<file path="src/hdl/lpht_pkg.sv">
// Package for the linear probing hash table.
// Holds field widths, operation, tag and status codes shared by all files.
// No dependencies.
package lpht_pkg;

   // Field widths fixed by the item format.
   localparam int KEY_W    = 31;
   localparam int OP_W     = 2;
   localparam int STATUS_W = 3;
   localparam int SLOT_W   = 7;
   localparam int TAG_W    = 2;
   localparam int CFG_W    = 8;
   localparam int BIT_W    = 5;

   // APB register file.
   localparam int CSR_ADDR_W = 3;
   localparam int CSR_DATA_W = 32;
   localparam logic [CFG_W-1:0] TABLE_SIZE_RST = 8'd128;

   // Request operations.
   localparam logic [OP_W-1:0] OP_INSERT = 2'd0;
   localparam logic [OP_W-1:0] OP_SEARCH = 2'd1;
   localparam logic [OP_W-1:0] OP_DELETE = 2'd2;

   // Slot tags.
   localparam logic [TAG_W-1:0] TAG_EMPTY = 2'd0;
   localparam logic [TAG_W-1:0] TAG_USED  = 2'd1;
   localparam logic [TAG_W-1:0] TAG_GONE  = 2'd2;

   // Result status codes.
   localparam logic [STATUS_W-1:0] STATUS_INSERTED = 3'd0;
   localparam logic [STATUS_W-1:0] STATUS_OVERFLOW = 3'd1;
   localparam logic [STATUS_W-1:0] STATUS_FOUND    = 3'd2;
   localparam logic [STATUS_W-1:0] STATUS_NOTFOUND = 3'd3;
   localparam logic [STATUS_W-1:0] STATUS_DELETED  = 3'd4;

endpackage

</file>
<file path="src/hdl/lpht_if.sv">
// Valid/ready channel interfaces for the request and response sides.
// Depends on lpht_pkg for the payload widths.
interface lpht_req_if;
   logic                          valid;
   logic                          ready;
   logic [lpht_pkg::OP_W-1:0]     req_type;
   logic [lpht_pkg::KEY_W-1:0]    key;

   modport source (output valid, output req_type, output key, input ready);
   modport sink   (input valid, input req_type, input key, output ready);
endinterface

interface lpht_rsp_if;
   logic                            valid;
   logic                            ready;
   logic [lpht_pkg::STATUS_W-1:0]   status;
   logic [lpht_pkg::SLOT_W-1:0]     slot_index;

   modport source (output valid, output status, output slot_index, input ready);
   modport sink   (input valid, input status, input slot_index, output ready);
endinterface

</file>
<file path="src/hdl/linear_probing_hash_table_top.sv">
// Linear probing hash table: top level with sequencer, divider and slot memory.
// Depends on lpht_pkg and the channel interfaces in lpht_if.sv.
//
// Usage:
//   req_chan carries one request per transfer: req_type (insert, search,
//   delete) and a key. rsp_chan returns exactly one result per request:
//   status and slot_index. The csr APB port holds table_size at address 0.
//   One request is in work at a time; req_chan.ready is high only while the
//   sequencer is idle. A request first reduces the key modulo the live table
//   size bit-serially, then probes the slot memory (1 to the live table size
//   probes, one read per cycle on its single read port), then hands the
//   result to the output register; the next request is taken once the
//   sequencer is back in idle. The result register parts the two sides: a
//   new request is taken while a result still waits; if the receiver stalls,
//   the next finished result holds in the sequencer until the output
//   register frees.
//   After reset the block sweeps all slots of the slot memory to empty, one
//   slot per cycle, and takes no request meanwhile. table_size resets to 128.
//   The user must write table_size only while the block is idle; the block
//   itself does not enforce it.
module linear_probing_hash_table_top #(
   parameter int TABLE_DEPTH = 128
) (
   input  logic                                clock,
   input  logic                                reset,
   lpht_req_if.sink                            req_chan,
   lpht_rsp_if.source                          rsp_chan,
   input  logic                                csr_psel,
   input  logic                                csr_penable,
   input  logic                                csr_pwrite,
   input  logic [lpht_pkg::CSR_ADDR_W-1:0]     csr_paddr,
   input  logic [lpht_pkg::CSR_DATA_W-1:0]     csr_pwdata,
   output logic [lpht_pkg::CSR_DATA_W-1:0]     csr_prdata,
   output logic                                csr_pready
);

   localparam int IDX_W  = $clog2(TABLE_DEPTH);
   localparam int CNT_W  = $clog2(TABLE_DEPTH + 1);
   localparam int WORD_W = lpht_pkg::TAG_W + lpht_pkg::KEY_W;
   localparam int KW     = lpht_pkg::KEY_W;

   // Sequencer states.
   localparam logic [2:0] S_CLEAR = 3'd0;
   localparam logic [2:0] S_IDLE  = 3'd1;
   localparam logic [2:0] S_DIV   = 3'd2;
   localparam logic [2:0] S_PROBE = 3'd3;
   localparam logic [2:0] S_OUT   = 3'd4;

   logic [2:0]                       state_ff, state_in;
   logic [lpht_pkg::CFG_W-1:0]       table_size_ff, table_size_in;
   logic [IDX_W-1:0]                 clr_ff, clr_in;
   logic [lpht_pkg::OP_W-1:0]        op_ff, op_in;
   logic [KW-1:0]                    key_ff, key_in;
   logic [lpht_pkg::BIT_W-1:0]       bit_ff, bit_in;
   logic [CNT_W-1:0]                 rem_ff, rem_in;
   logic [IDX_W-1:0]                 pos_ff, pos_in;
   logic [CNT_W-1:0]                 cnt_ff, cnt_in;
   logic [lpht_pkg::STATUS_W-1:0]    res_status_ff, res_status_in;
   logic [lpht_pkg::SLOT_W-1:0]      res_slot_ff, res_slot_in;
   logic                             rsp_valid_ff, rsp_valid_in;
   logic [lpht_pkg::STATUS_W-1:0]    rsp_status_ff, rsp_status_in;
   logic [lpht_pkg::SLOT_W-1:0]      rsp_slot_ff, rsp_slot_in;

   // Slot memory: tag over key in each word.
   logic [WORD_W-1:0]                slot_mem [TABLE_DEPTH];
   logic [WORD_W-1:0]                rd_data_ff;
   logic [IDX_W-1:0]                 rd_addr;
   logic                             wr_en;
   logic [IDX_W-1:0]                 wr_addr;
   logic [WORD_W-1:0]                wr_data;

   logic [CNT_W-1:0]                 live_size;
   logic [CNT_W:0]                   rem_shift;
   logic [CNT_W:0]                   rem_diff;
   logic [IDX_W:0]                   pos_inc;
   logic [IDX_W-1:0]                 pos_next;
   logic                             last_probe;
   logic [lpht_pkg::TAG_W-1:0]       rd_tag;
   logic [KW-1:0]                    rd_key;
   logic                             csr_write;
   logic                             req_xfer;
   logic                             rsp_xfer;
   logic                             out_free;

   // Live table size: zero counts as one, large values saturate at the depth.
   always_comb begin
      if (table_size_ff == '0) begin
         live_size = CNT_W'(1);
      end else if (32'(table_size_ff) > 32'(TABLE_DEPTH)) begin
         live_size = CNT_W'(TABLE_DEPTH);
      end else begin
         live_size = CNT_W'(table_size_ff);
      end
   end

   // APB register access.
   assign csr_pready = 1'b1;
   assign csr_write  = csr_psel & csr_penable & csr_pwrite & ~csr_paddr[2];
   assign csr_prdata = csr_paddr[2] ? '0 : lpht_pkg::CSR_DATA_W'(table_size_ff);

   always_comb begin
      table_size_in = table_size_ff;
      if (csr_write) begin
         table_size_in = csr_pwdata[lpht_pkg::CFG_W-1:0];
      end
   end

   // Handshakes.
   assign req_chan.ready = (state_ff == S_IDLE);
   assign req_xfer       = req_chan.valid & req_chan.ready;
   assign rsp_xfer       = rsp_valid_ff & rsp_chan.ready;
   assign out_free       = ~rsp_valid_ff | rsp_chan.ready;

   // Restoring division step: one key bit per cycle into the remainder.
   assign rem_shift = {rem_ff, key_ff[bit_ff]};
   assign rem_diff  = rem_shift - {1'b0, live_size};

   // Next probe position wraps at the live size.
   assign pos_inc    = {1'b0, pos_ff} + 1'b1;
   assign pos_next   = ((CNT_W + 1)'(pos_inc) == (CNT_W + 1)'(live_size)) ? '0
                       : pos_inc[IDX_W-1:0];
   assign last_probe = ((CNT_W + 1)'(cnt_ff) + 1'b1) == {1'b0, live_size};

   assign rd_tag = rd_data_ff[WORD_W-1:KW];
   assign rd_key = rd_data_ff[KW-1:0];

   // Sequencer.
   always_comb begin
      state_in      = state_ff;
      clr_in        = clr_ff;
      op_in         = op_ff;
      key_in        = key_ff;
      bit_in        = bit_ff;
      rem_in        = rem_ff;
      pos_in        = pos_ff;
      cnt_in        = cnt_ff;
      res_status_in = res_status_ff;
      res_slot_in   = res_slot_ff;
      rd_addr       = pos_ff;
      wr_en         = 1'b0;
      wr_addr       = pos_ff;
      wr_data       = '0;

      case (state_ff)
         S_CLEAR: begin
            wr_en   = 1'b1;
            wr_addr = clr_ff;
            wr_data = {lpht_pkg::TAG_EMPTY, {KW{1'b0}}};
            clr_in  = clr_ff + 1'b1;
            if (32'(clr_ff) == TABLE_DEPTH - 1) begin
               state_in = S_IDLE;
            end
         end
         S_IDLE: begin
            if (req_xfer) begin
               op_in    = req_chan.req_type;
               key_in   = req_chan.key;
               bit_in   = lpht_pkg::BIT_W'(KW - 1);
               rem_in   = '0;
               state_in = S_DIV;
            end
         end
         S_DIV: begin
            if (rem_diff[CNT_W]) begin
               rem_in = rem_shift[CNT_W-1:0];
            end else begin
               rem_in = rem_diff[CNT_W-1:0];
            end
            bit_in = bit_ff - 1'b1;
            if (bit_ff == '0) begin
               // Home slot is known: start the first read.
               pos_in   = rem_in[IDX_W-1:0];
               rd_addr  = rem_in[IDX_W-1:0];
               cnt_in   = '0;
               state_in = S_PROBE;
            end
         end
         S_PROBE: begin
            // rd_data_ff holds the slot at pos_ff; prefetch the next one.
            rd_addr = pos_next;
            pos_in  = pos_next;
            cnt_in  = cnt_ff + 1'b1;
            case (op_ff)
               lpht_pkg::OP_INSERT: begin
                  if (rd_tag == lpht_pkg::TAG_EMPTY) begin
                     wr_en         = 1'b1;
                     wr_data       = {lpht_pkg::TAG_USED, key_ff};
                     res_status_in = lpht_pkg::STATUS_INSERTED;
                     res_slot_in   = lpht_pkg::SLOT_W'(pos_ff);
                     state_in      = S_OUT;
                  end else if (last_probe) begin
                     res_status_in = lpht_pkg::STATUS_OVERFLOW;
                     res_slot_in   = '0;
                     state_in      = S_OUT;
                  end
               end
               lpht_pkg::OP_SEARCH, lpht_pkg::OP_DELETE: begin
                  if (rd_tag == lpht_pkg::TAG_EMPTY) begin
                     res_status_in = lpht_pkg::STATUS_NOTFOUND;
                     res_slot_in   = '0;
                     state_in      = S_OUT;
                  end else if (rd_tag == lpht_pkg::TAG_USED && rd_key == key_ff) begin
                     res_slot_in = lpht_pkg::SLOT_W'(pos_ff);
                     state_in    = S_OUT;
                     if (op_ff == lpht_pkg::OP_DELETE) begin
                        wr_en         = 1'b1;
                        wr_data       = {lpht_pkg::TAG_GONE, {KW{1'b0}}};
                        res_status_in = lpht_pkg::STATUS_DELETED;
                     end else begin
                        res_status_in = lpht_pkg::STATUS_FOUND;
                     end
                  end else if (last_probe) begin
                     res_status_in = lpht_pkg::STATUS_NOTFOUND;
                     res_slot_in   = '0;
                     state_in      = S_OUT;
                  end
               end
               default: begin
                  // Unused operation code: no change, answers not found.
                  res_status_in = lpht_pkg::STATUS_NOTFOUND;
                  res_slot_in   = '0;
                  state_in      = S_OUT;
               end
            endcase
         end
         S_OUT: begin
            if (out_free) begin
               state_in = S_IDLE;
            end
         end
         default: begin
            state_in = S_IDLE;
         end
      endcase
   end

   // Output register toward the response channel.
   always_comb begin
      rsp_valid_in  = rsp_valid_ff;
      rsp_status_in = rsp_status_ff;
      rsp_slot_in   = rsp_slot_ff;
      if (rsp_xfer) begin
         rsp_valid_in = 1'b0;
      end
      if (state_ff == S_OUT && out_free) begin
         rsp_valid_in  = 1'b1;
         rsp_status_in = res_status_ff;
         rsp_slot_in   = res_slot_ff;
      end
   end

   assign rsp_chan.valid      = rsp_valid_ff;
   assign rsp_chan.status     = rsp_status_ff;
   assign rsp_chan.slot_index = rsp_slot_ff;

   // Control registers.
   always_ff @(posedge clock) begin
      if (reset) begin
         state_ff      <= S_CLEAR;
         clr_ff        <= '0;
         table_size_ff <= lpht_pkg::TABLE_SIZE_RST;
         rsp_valid_ff  <= 1'b0;
      end else begin
         state_ff      <= state_in;
         clr_ff        <= clr_in;
         table_size_ff <= table_size_in;
         rsp_valid_ff  <= rsp_valid_in;
      end
   end

   // Payload and datapath registers.
   always_ff @(posedge clock) begin
      op_ff         <= op_in;
      key_ff        <= key_in;
      bit_ff        <= bit_in;
      rem_ff        <= rem_in;
      pos_ff        <= pos_in;
      cnt_ff        <= cnt_in;
      res_status_ff <= res_status_in;
      res_slot_ff   <= res_slot_in;
      rsp_status_ff <= rsp_status_in;
      rsp_slot_ff   <= rsp_slot_in;
   end

   // Slot memory write port.
   always_ff @(posedge clock) begin
      if (wr_en) begin
         slot_mem[wr_addr] <= wr_data;
      end
   end

   // Slot memory read port with registered data.
   always_ff @(posedge clock) begin
      rd_data_ff <= slot_mem[rd_addr];
   end

endmodule
</file>
<file path="src/flat_wrapper.sv">
// flat-port wrapper written by rule: the top's interface ports become plain ports
module linear_probing_hash_table_top_flat 
#(
   parameter int TABLE_DEPTH = 128
)
  (clock, reset, csr_psel, csr_penable, csr_pwrite, csr_paddr, csr_pwdata, csr_prdata, csr_pready, req_chan_valid, req_chan_req_type, req_chan_key, req_chan_ready, rsp_chan_valid, rsp_chan_status, rsp_chan_slot_index, rsp_chan_ready);
  lpht_req_if req_chan_i ();
  lpht_rsp_if rsp_chan_i ();
  input  logic clock;
  input  logic reset;
  input  logic csr_psel;
  input  logic csr_penable;
  input  logic csr_pwrite;
  input  logic [lpht_pkg::CSR_ADDR_W-1:0] csr_paddr;
  input  logic [lpht_pkg::CSR_DATA_W-1:0] csr_pwdata;
  output logic [lpht_pkg::CSR_DATA_W-1:0] csr_prdata;
  output logic csr_pready;
  input wire logic [$bits(req_chan_i.valid)-1:0] req_chan_valid;
  input wire logic [$bits(req_chan_i.req_type)-1:0] req_chan_req_type;
  input wire logic [$bits(req_chan_i.key)-1:0] req_chan_key;
  output wire logic [$bits(req_chan_i.ready)-1:0] req_chan_ready;
  output wire logic [$bits(rsp_chan_i.valid)-1:0] rsp_chan_valid;
  output wire logic [$bits(rsp_chan_i.status)-1:0] rsp_chan_status;
  output wire logic [$bits(rsp_chan_i.slot_index)-1:0] rsp_chan_slot_index;
  input wire logic [$bits(rsp_chan_i.ready)-1:0] rsp_chan_ready;
  assign req_chan_i.valid = req_chan_valid;
  assign req_chan_i.req_type = req_chan_req_type;
  assign req_chan_i.key = req_chan_key;
  assign req_chan_ready = req_chan_i.ready;
  assign rsp_chan_valid = rsp_chan_i.valid;
  assign rsp_chan_status = rsp_chan_i.status;
  assign rsp_chan_slot_index = rsp_chan_i.slot_index;
  assign rsp_chan_i.ready = rsp_chan_ready;
  linear_probing_hash_table_top #(.TABLE_DEPTH(TABLE_DEPTH)) u_core (.clock(clock), .reset(reset), .req_chan(req_chan_i), .rsp_chan(rsp_chan_i), .csr_psel(csr_psel), .csr_penable(csr_penable), .csr_pwrite(csr_pwrite), .csr_paddr(csr_paddr), .csr_pwdata(csr_pwdata), .csr_prdata(csr_prdata), .csr_pready(csr_pready));
endmodule
</file>
<file path="config.mk">
export PLATFORM = sky130hd
export DESIGN_NAME = linear_probing_hash_table_top_flat
export DESIGN_NICKNAME = d
export VERILOG_FILES = /design/src/hdl/lpht_pkg.sv /design/src/hdl/lpht_if.sv /design/src/hdl/linear_probing_hash_table_top.sv /design/src/flat_wrapper.sv
export SDC_FILE = /design/constraint.sdc
export NUM_CORES = 2
export LEC_CHECK = 0
export BUFFER_PORTS_ARGS = -buffer_cell sky130_fd_sc_hd__buf_2
export CAP_MARGIN = 20
export CORE_ASPECT_RATIO = 1.2
export CORE_UTILIZATION = 45
export CTS_CLUSTER_DIAMETER = 50
export DETAILED_ROUTE_END_ITERATION = 8
export MAX_ROUTING_LAYER = met4
export PLACE_DENSITY_LB_ADDON = 0.1
export SLEW_MARGIN = 20
export SYNTH_ARGS = -nofsm -noshare
export SYNTH_HDL_FRONTEND = slang
export SYNTH_MEMORY_MAX_BITS = 65536
export SYNTH_SLANG_ARGS = --single-unit
</file>
<file path="constraint.sdc">
create_clock -name clock -period 7.3 [get_ports clock]
set_input_delay 0.365 -clock clock [delete_from_list [all_inputs] [get_ports clock]]
set_output_delay 0.365 -clock clock [all_outputs]
set_load 0.1 [all_outputs]
</file>
==> results.json <==
{
  "status": "finished clean",
  "synth.distinct_cells": 81,
  "hold_viol_final": 0,
  "drc": 0,
  "cell_internal_pwr_mw": 40.69,
  "synth_compound_area_share_pct": 4.577,
  "areaGrowthSynthToFinish_pct": 15.65,
  "cts_buffers": 452,
  "p_leak_nw": 68.09,
  "rsz0062_at_grt": "false",
  "switching_share_pct": 20.20,
  "crit_type": "reg2reg",
  "syn_inst": 11071,
  "setup_viol": 0,
  "crit_arrival_ns": 7.90,
  "crit_required_ns": 8.15,
  "clock.fmax_mhz": 141.8,
  "crit_buf_inv": 5,
  "dieArea_mm2": 0.3794,
  "cp_top_family": "compound AO/OA/AOI/OAI gates",
  "r2r_slack_ns": 0.25,
  "path_clk_slew_ns": 0.06,
  "ios": 120,
  "synthArstFlopShare_pct": 0,
  "worstRegToRegCells": 21,
  "cts-htree-levels": 5,
  "synth-edff-count": 4298,
  "dr.first_iter.drc_count": 12333,
  "synth-main-ff-cell": "edfxtp_1",
  "dp_cells": 16103,
  "synthXorXnorAreaFrac_pct": 0.3024,
  "ys_ff_latch": 4357,
  "dr.pass1.iters": 6,
  "slowest_stage": "a31oi_1",
  "final_common_cell": "edfxtp_1",
  "vias_per_cell": 5.973,
  "slew_violations": 0,
  "synthAdderAreaFrac_pct": 0.1224,
  "endpoint_kind": "flop",
  "clock_skew_ns": 0.06735,
  "cp_max_fo": 29,
  "root_buffer": "clkbuf_16",
  "hold_end": "u_core.key_ff[24]$_DFFE_PP_",
  "dp_hpwl_um": 324300,
  "hold_class": "in2reg",
  "final_cell_mix": "4298 x edfxtp_1, 2703 x nand2_1, 962 x nand3_1, 559 x buf_4, 481 x mux2i_1",
  "combinationalPowerShare_pct": 1.1,
  "die_h_um": 674.6,
  "power_frac_seq_pct": 53.4,
  "vdd_drop_max_mv": 0.2139,
  "min-delay-start": "req_chan_key[24]",
  "port_buffers": 68,
  "grt_start_max_net_pins": 160,
  "critPathLaunchType": "flop",
  "gr-total-overflow": 0,
  "timing.final.crit_period_ns": 7.052,
  "p_per_area_mw_per_mm2": 259.9,
  "die_x_um": 562.5,
  "dr_total_vias": 101701,
  "worstReg2RegStart": "u_core.bit_ff[0]$_SDFFCE_PN0P_",
  "layoutNonFillerInstCount": 17028,
  "start_util_pct": 45.28,
  "total_power_mw": 50.98,
  "power_switching_mw": 10.30,
  "r2r_end": "u_core.rd_data_ff[12]$_DFF_P_",
  "ys_seq_area_share_pct": 76.78,
  "drt-total-wl_um": 541600,
  "routedWlPerCell_um": 31.80,
  "grt_use_total_pct": 29.02,
  "crit_path_cell_trace": "buf_4 -> mux4_2 -> a32oi_1 -> a32o_1 -> ha_1 -> inv_1 -> fa_1 -> a21oi_1 -> nand4b_1 -> a211o_1 -> nand2_1 -> nor3b_1 -> nor3_1 -> a211oi_4 -> buf_4 -> nor2_4 -> buf_12 -> buf_4 -> a221o_1 -> a31oi_1 -> nor4b_2",
  "maxCapViolCount": 0,
  "synth_top_family_by_area": "simple AND/OR/NAND/NOR gates",
  "cts_buffer_depth": 4,
  "period_share_pct": 96.60,
  "slowest_delay_ns": 0.79,
  "syn-cell-area_mm2": 0.1696,
  "antenna_found_initial": 29,
  "max_slew_margin_pct": 16.94,
  "synth_area_per_cell_um2": 15.32,
  "core_area_mm2": 0.3746,
  "worstMarginPinSlew_ns": 1.246,
  "crit_path_frequent_cell": "buf_4",
  "grt_pass1_vias": 98456,
  "synthSimpleGateAreaFrac_pct": 10.54,
  "yosysWarnings": 0,
  "cts_tree": "yes",
  "antenna_left": 0,
  "gp_congestion": 0.8892,
  "clk_latency_ns": 1.01,
  "clkPwrFrac_pct": 45.6,
  "cts.sinks": 4357,
  "std_cell_rows": 246,
  "min_path_cells": 2,
  "grt_pass1_wl_um": 754900,
  "layout-drive-gt1-share_pct": 15.46,
  "final_net_count": 11755,
  "synthMuxAreaShare_pct": 5.447,
  "utilization_pct": 52.37
}
power by group through the flow:
stage,combinational (mW),sequential [mW],clock [mW]
final,0.550,27.2,23.2
after global routing,0.563,27.2,24.4
after CTS,0.541,27.2,23.5
after detailed placement,0.519,27.7,0
after global placement,0.517,27.7,0
after floorplan,0.228,27.7,0
worst max-delay path by stage:
stage	from	cells after the start	endpoint	slack, ns
floorplan	u_core.state_ff[2]$_SDFFE_PP0P_	6	u_core.slot_mem[0][22]$_DFFE_PP_	1.68
global placement	u_core.bit_ff[0]$_SDFFCE_PN0P_	23	u_core.rd_data_ff[31]$_DFF_P_	-0.08
detailed placement	u_core.bit_ff[0]$_SDFFCE_PN0P_	23	u_core.rd_data_ff[31]$_DFF_P_	-0.05
CTS	u_core.bit_ff[0]$_SDFFCE_PN0P_	23	u_core.rd_data_ff[9]$_DFF_P_	0.09
global route	u_core.bit_ff[0]$_SDFFCE_PN0P_	25	u_core.rd_data_ff[31]$_DFF_P_	0.06
finish	u_core.bit_ff[0]$_SDFFCE_PN0P_	21	u_core.rd_data_ff[12]$_DFF_P_	0.25
layer usage:
layer	GRT usage, %	part of all wire, %	wire length, um
met5	-	0	0
met4	13.29	5.3	28650
met3	3.415	6.8	36980
met2	46.53	48	262200
met1	37.26	39	213700
through the flow:
step                setup TNS (ns)  area [um^2]  setup WS [ns]  hold WS [ns]
finish                           0       196200         0.2480        0.1181
global route                     0       196200        0.05815       0.08756
CTS                              0       196000        0.09027       0.04396
global placement          -0.07857       180500       -0.07857        0.4612
detailed placement        -0.04683       180500       -0.04683        0.4429
floorplan                        0       169700          1.685        0.4003
flip-flops by register name, indices dropped and copies added (netlist names), 2 cells and up:
signal	count
u_core.rem_ff	8
u_core.slot_mem	4224
u_core.clr_ff	7
u_core.table_size_ff	8
u_core.rd_data_ff	33
u_core.res_status_ff	3
u_core.pos_ff	7
u_core.rsp_chan.status	3
u_core.op_ff	2
u_core.state_ff	3
u_core.rsp_chan.slot_index	7
u_core.bit_ff	5
u_core.cnt_ff	8
u_core.key_ff	31
u_core.res_slot_ff	7
cell type report:
cell class                 instances  area, um^2
sequential                      4357      130200
fill                           30383      178400
inverter                          26       117.6
tap                             4960        6206
antenna                           14       35.03
clock inverter                   296        3040
timing repair buffer             818        7750
clock buffer                     548       11830
multi-input combinational       6009       36960
worst reg2reg max path, stage by stage (launching register included):
cell and delay, ns:
edfxtp_1 0.43, buf_4 0.17, mux4_2 0.50, a32oi_1 0.21, a32o_1 0.47, ha_1 0.26
inv_1 0.06, fa_1 0.43, a21oi_1 0.20, nand4b_1 0.19, a211o_1 0.18, nand2_1 0.15
nor3b_1 0.29, nor3_1 0.13, a211oi_4 0.54, buf_4 0.56, nor2_4 0.25, buf_12 0.21
buf_4 0.38, a221o_1 0.38, a31oi_1 0.79, nor4b_2 0.13
cells by family after synthesis:
| kind of cell | after synthesis |
|---|---|
| flops | 4357 |
| simple gates | 4197 |
| compound gates | 1036 |
| buf+inv | 728 |
| mux | 678 |
| xor+xnor | 57 |
| fa+ha+maj | 16 |
| other cells | 2 |
synth_stat cells (30+ instances only):
master / count / share of area, %
nand3_1: 967 / 2.9
and2_1: 39 / 0.14
a31oi_1: 357 / 1.3
mux2i_1: 481 / 2.8
a21oi_1: 59 / 0.17
a32oi_1: 291 / 1.5
edfxtp_1: 4298 / 76
nand2_1: 2704 / 6.0
o21ai_0: 30 / 0.089
buf_1: 47 / 0.10
a221oi_1: 44 / 0.23
nor4_1: 48 / 0.18
buf_6: 42 / 0.28
buf_4: 81 / 0.36
buf_2: 247 / 0.73
a32o_1: 41 / 0.24
nand4_1: 87 / 0.32
nor2_1: 225 / 0.50
xor2_1: 33 / 0.17
dfxtp_1: 59 / 0.70
a22oi_1: 71 / 0.31
mux4_2: 196 / 2.6
clkbuf_1: 276 / 0.61
repair_timing:
action	4_1_cts	5_1_grt
endpoints found under the hold margin	52	0
setup buffers	0	3
hold buffers	61	0
gates resized for setup	1	1
pin swaps	0	0
setup endpoints to repair	1	17
(Power assumes the default switching activity.)
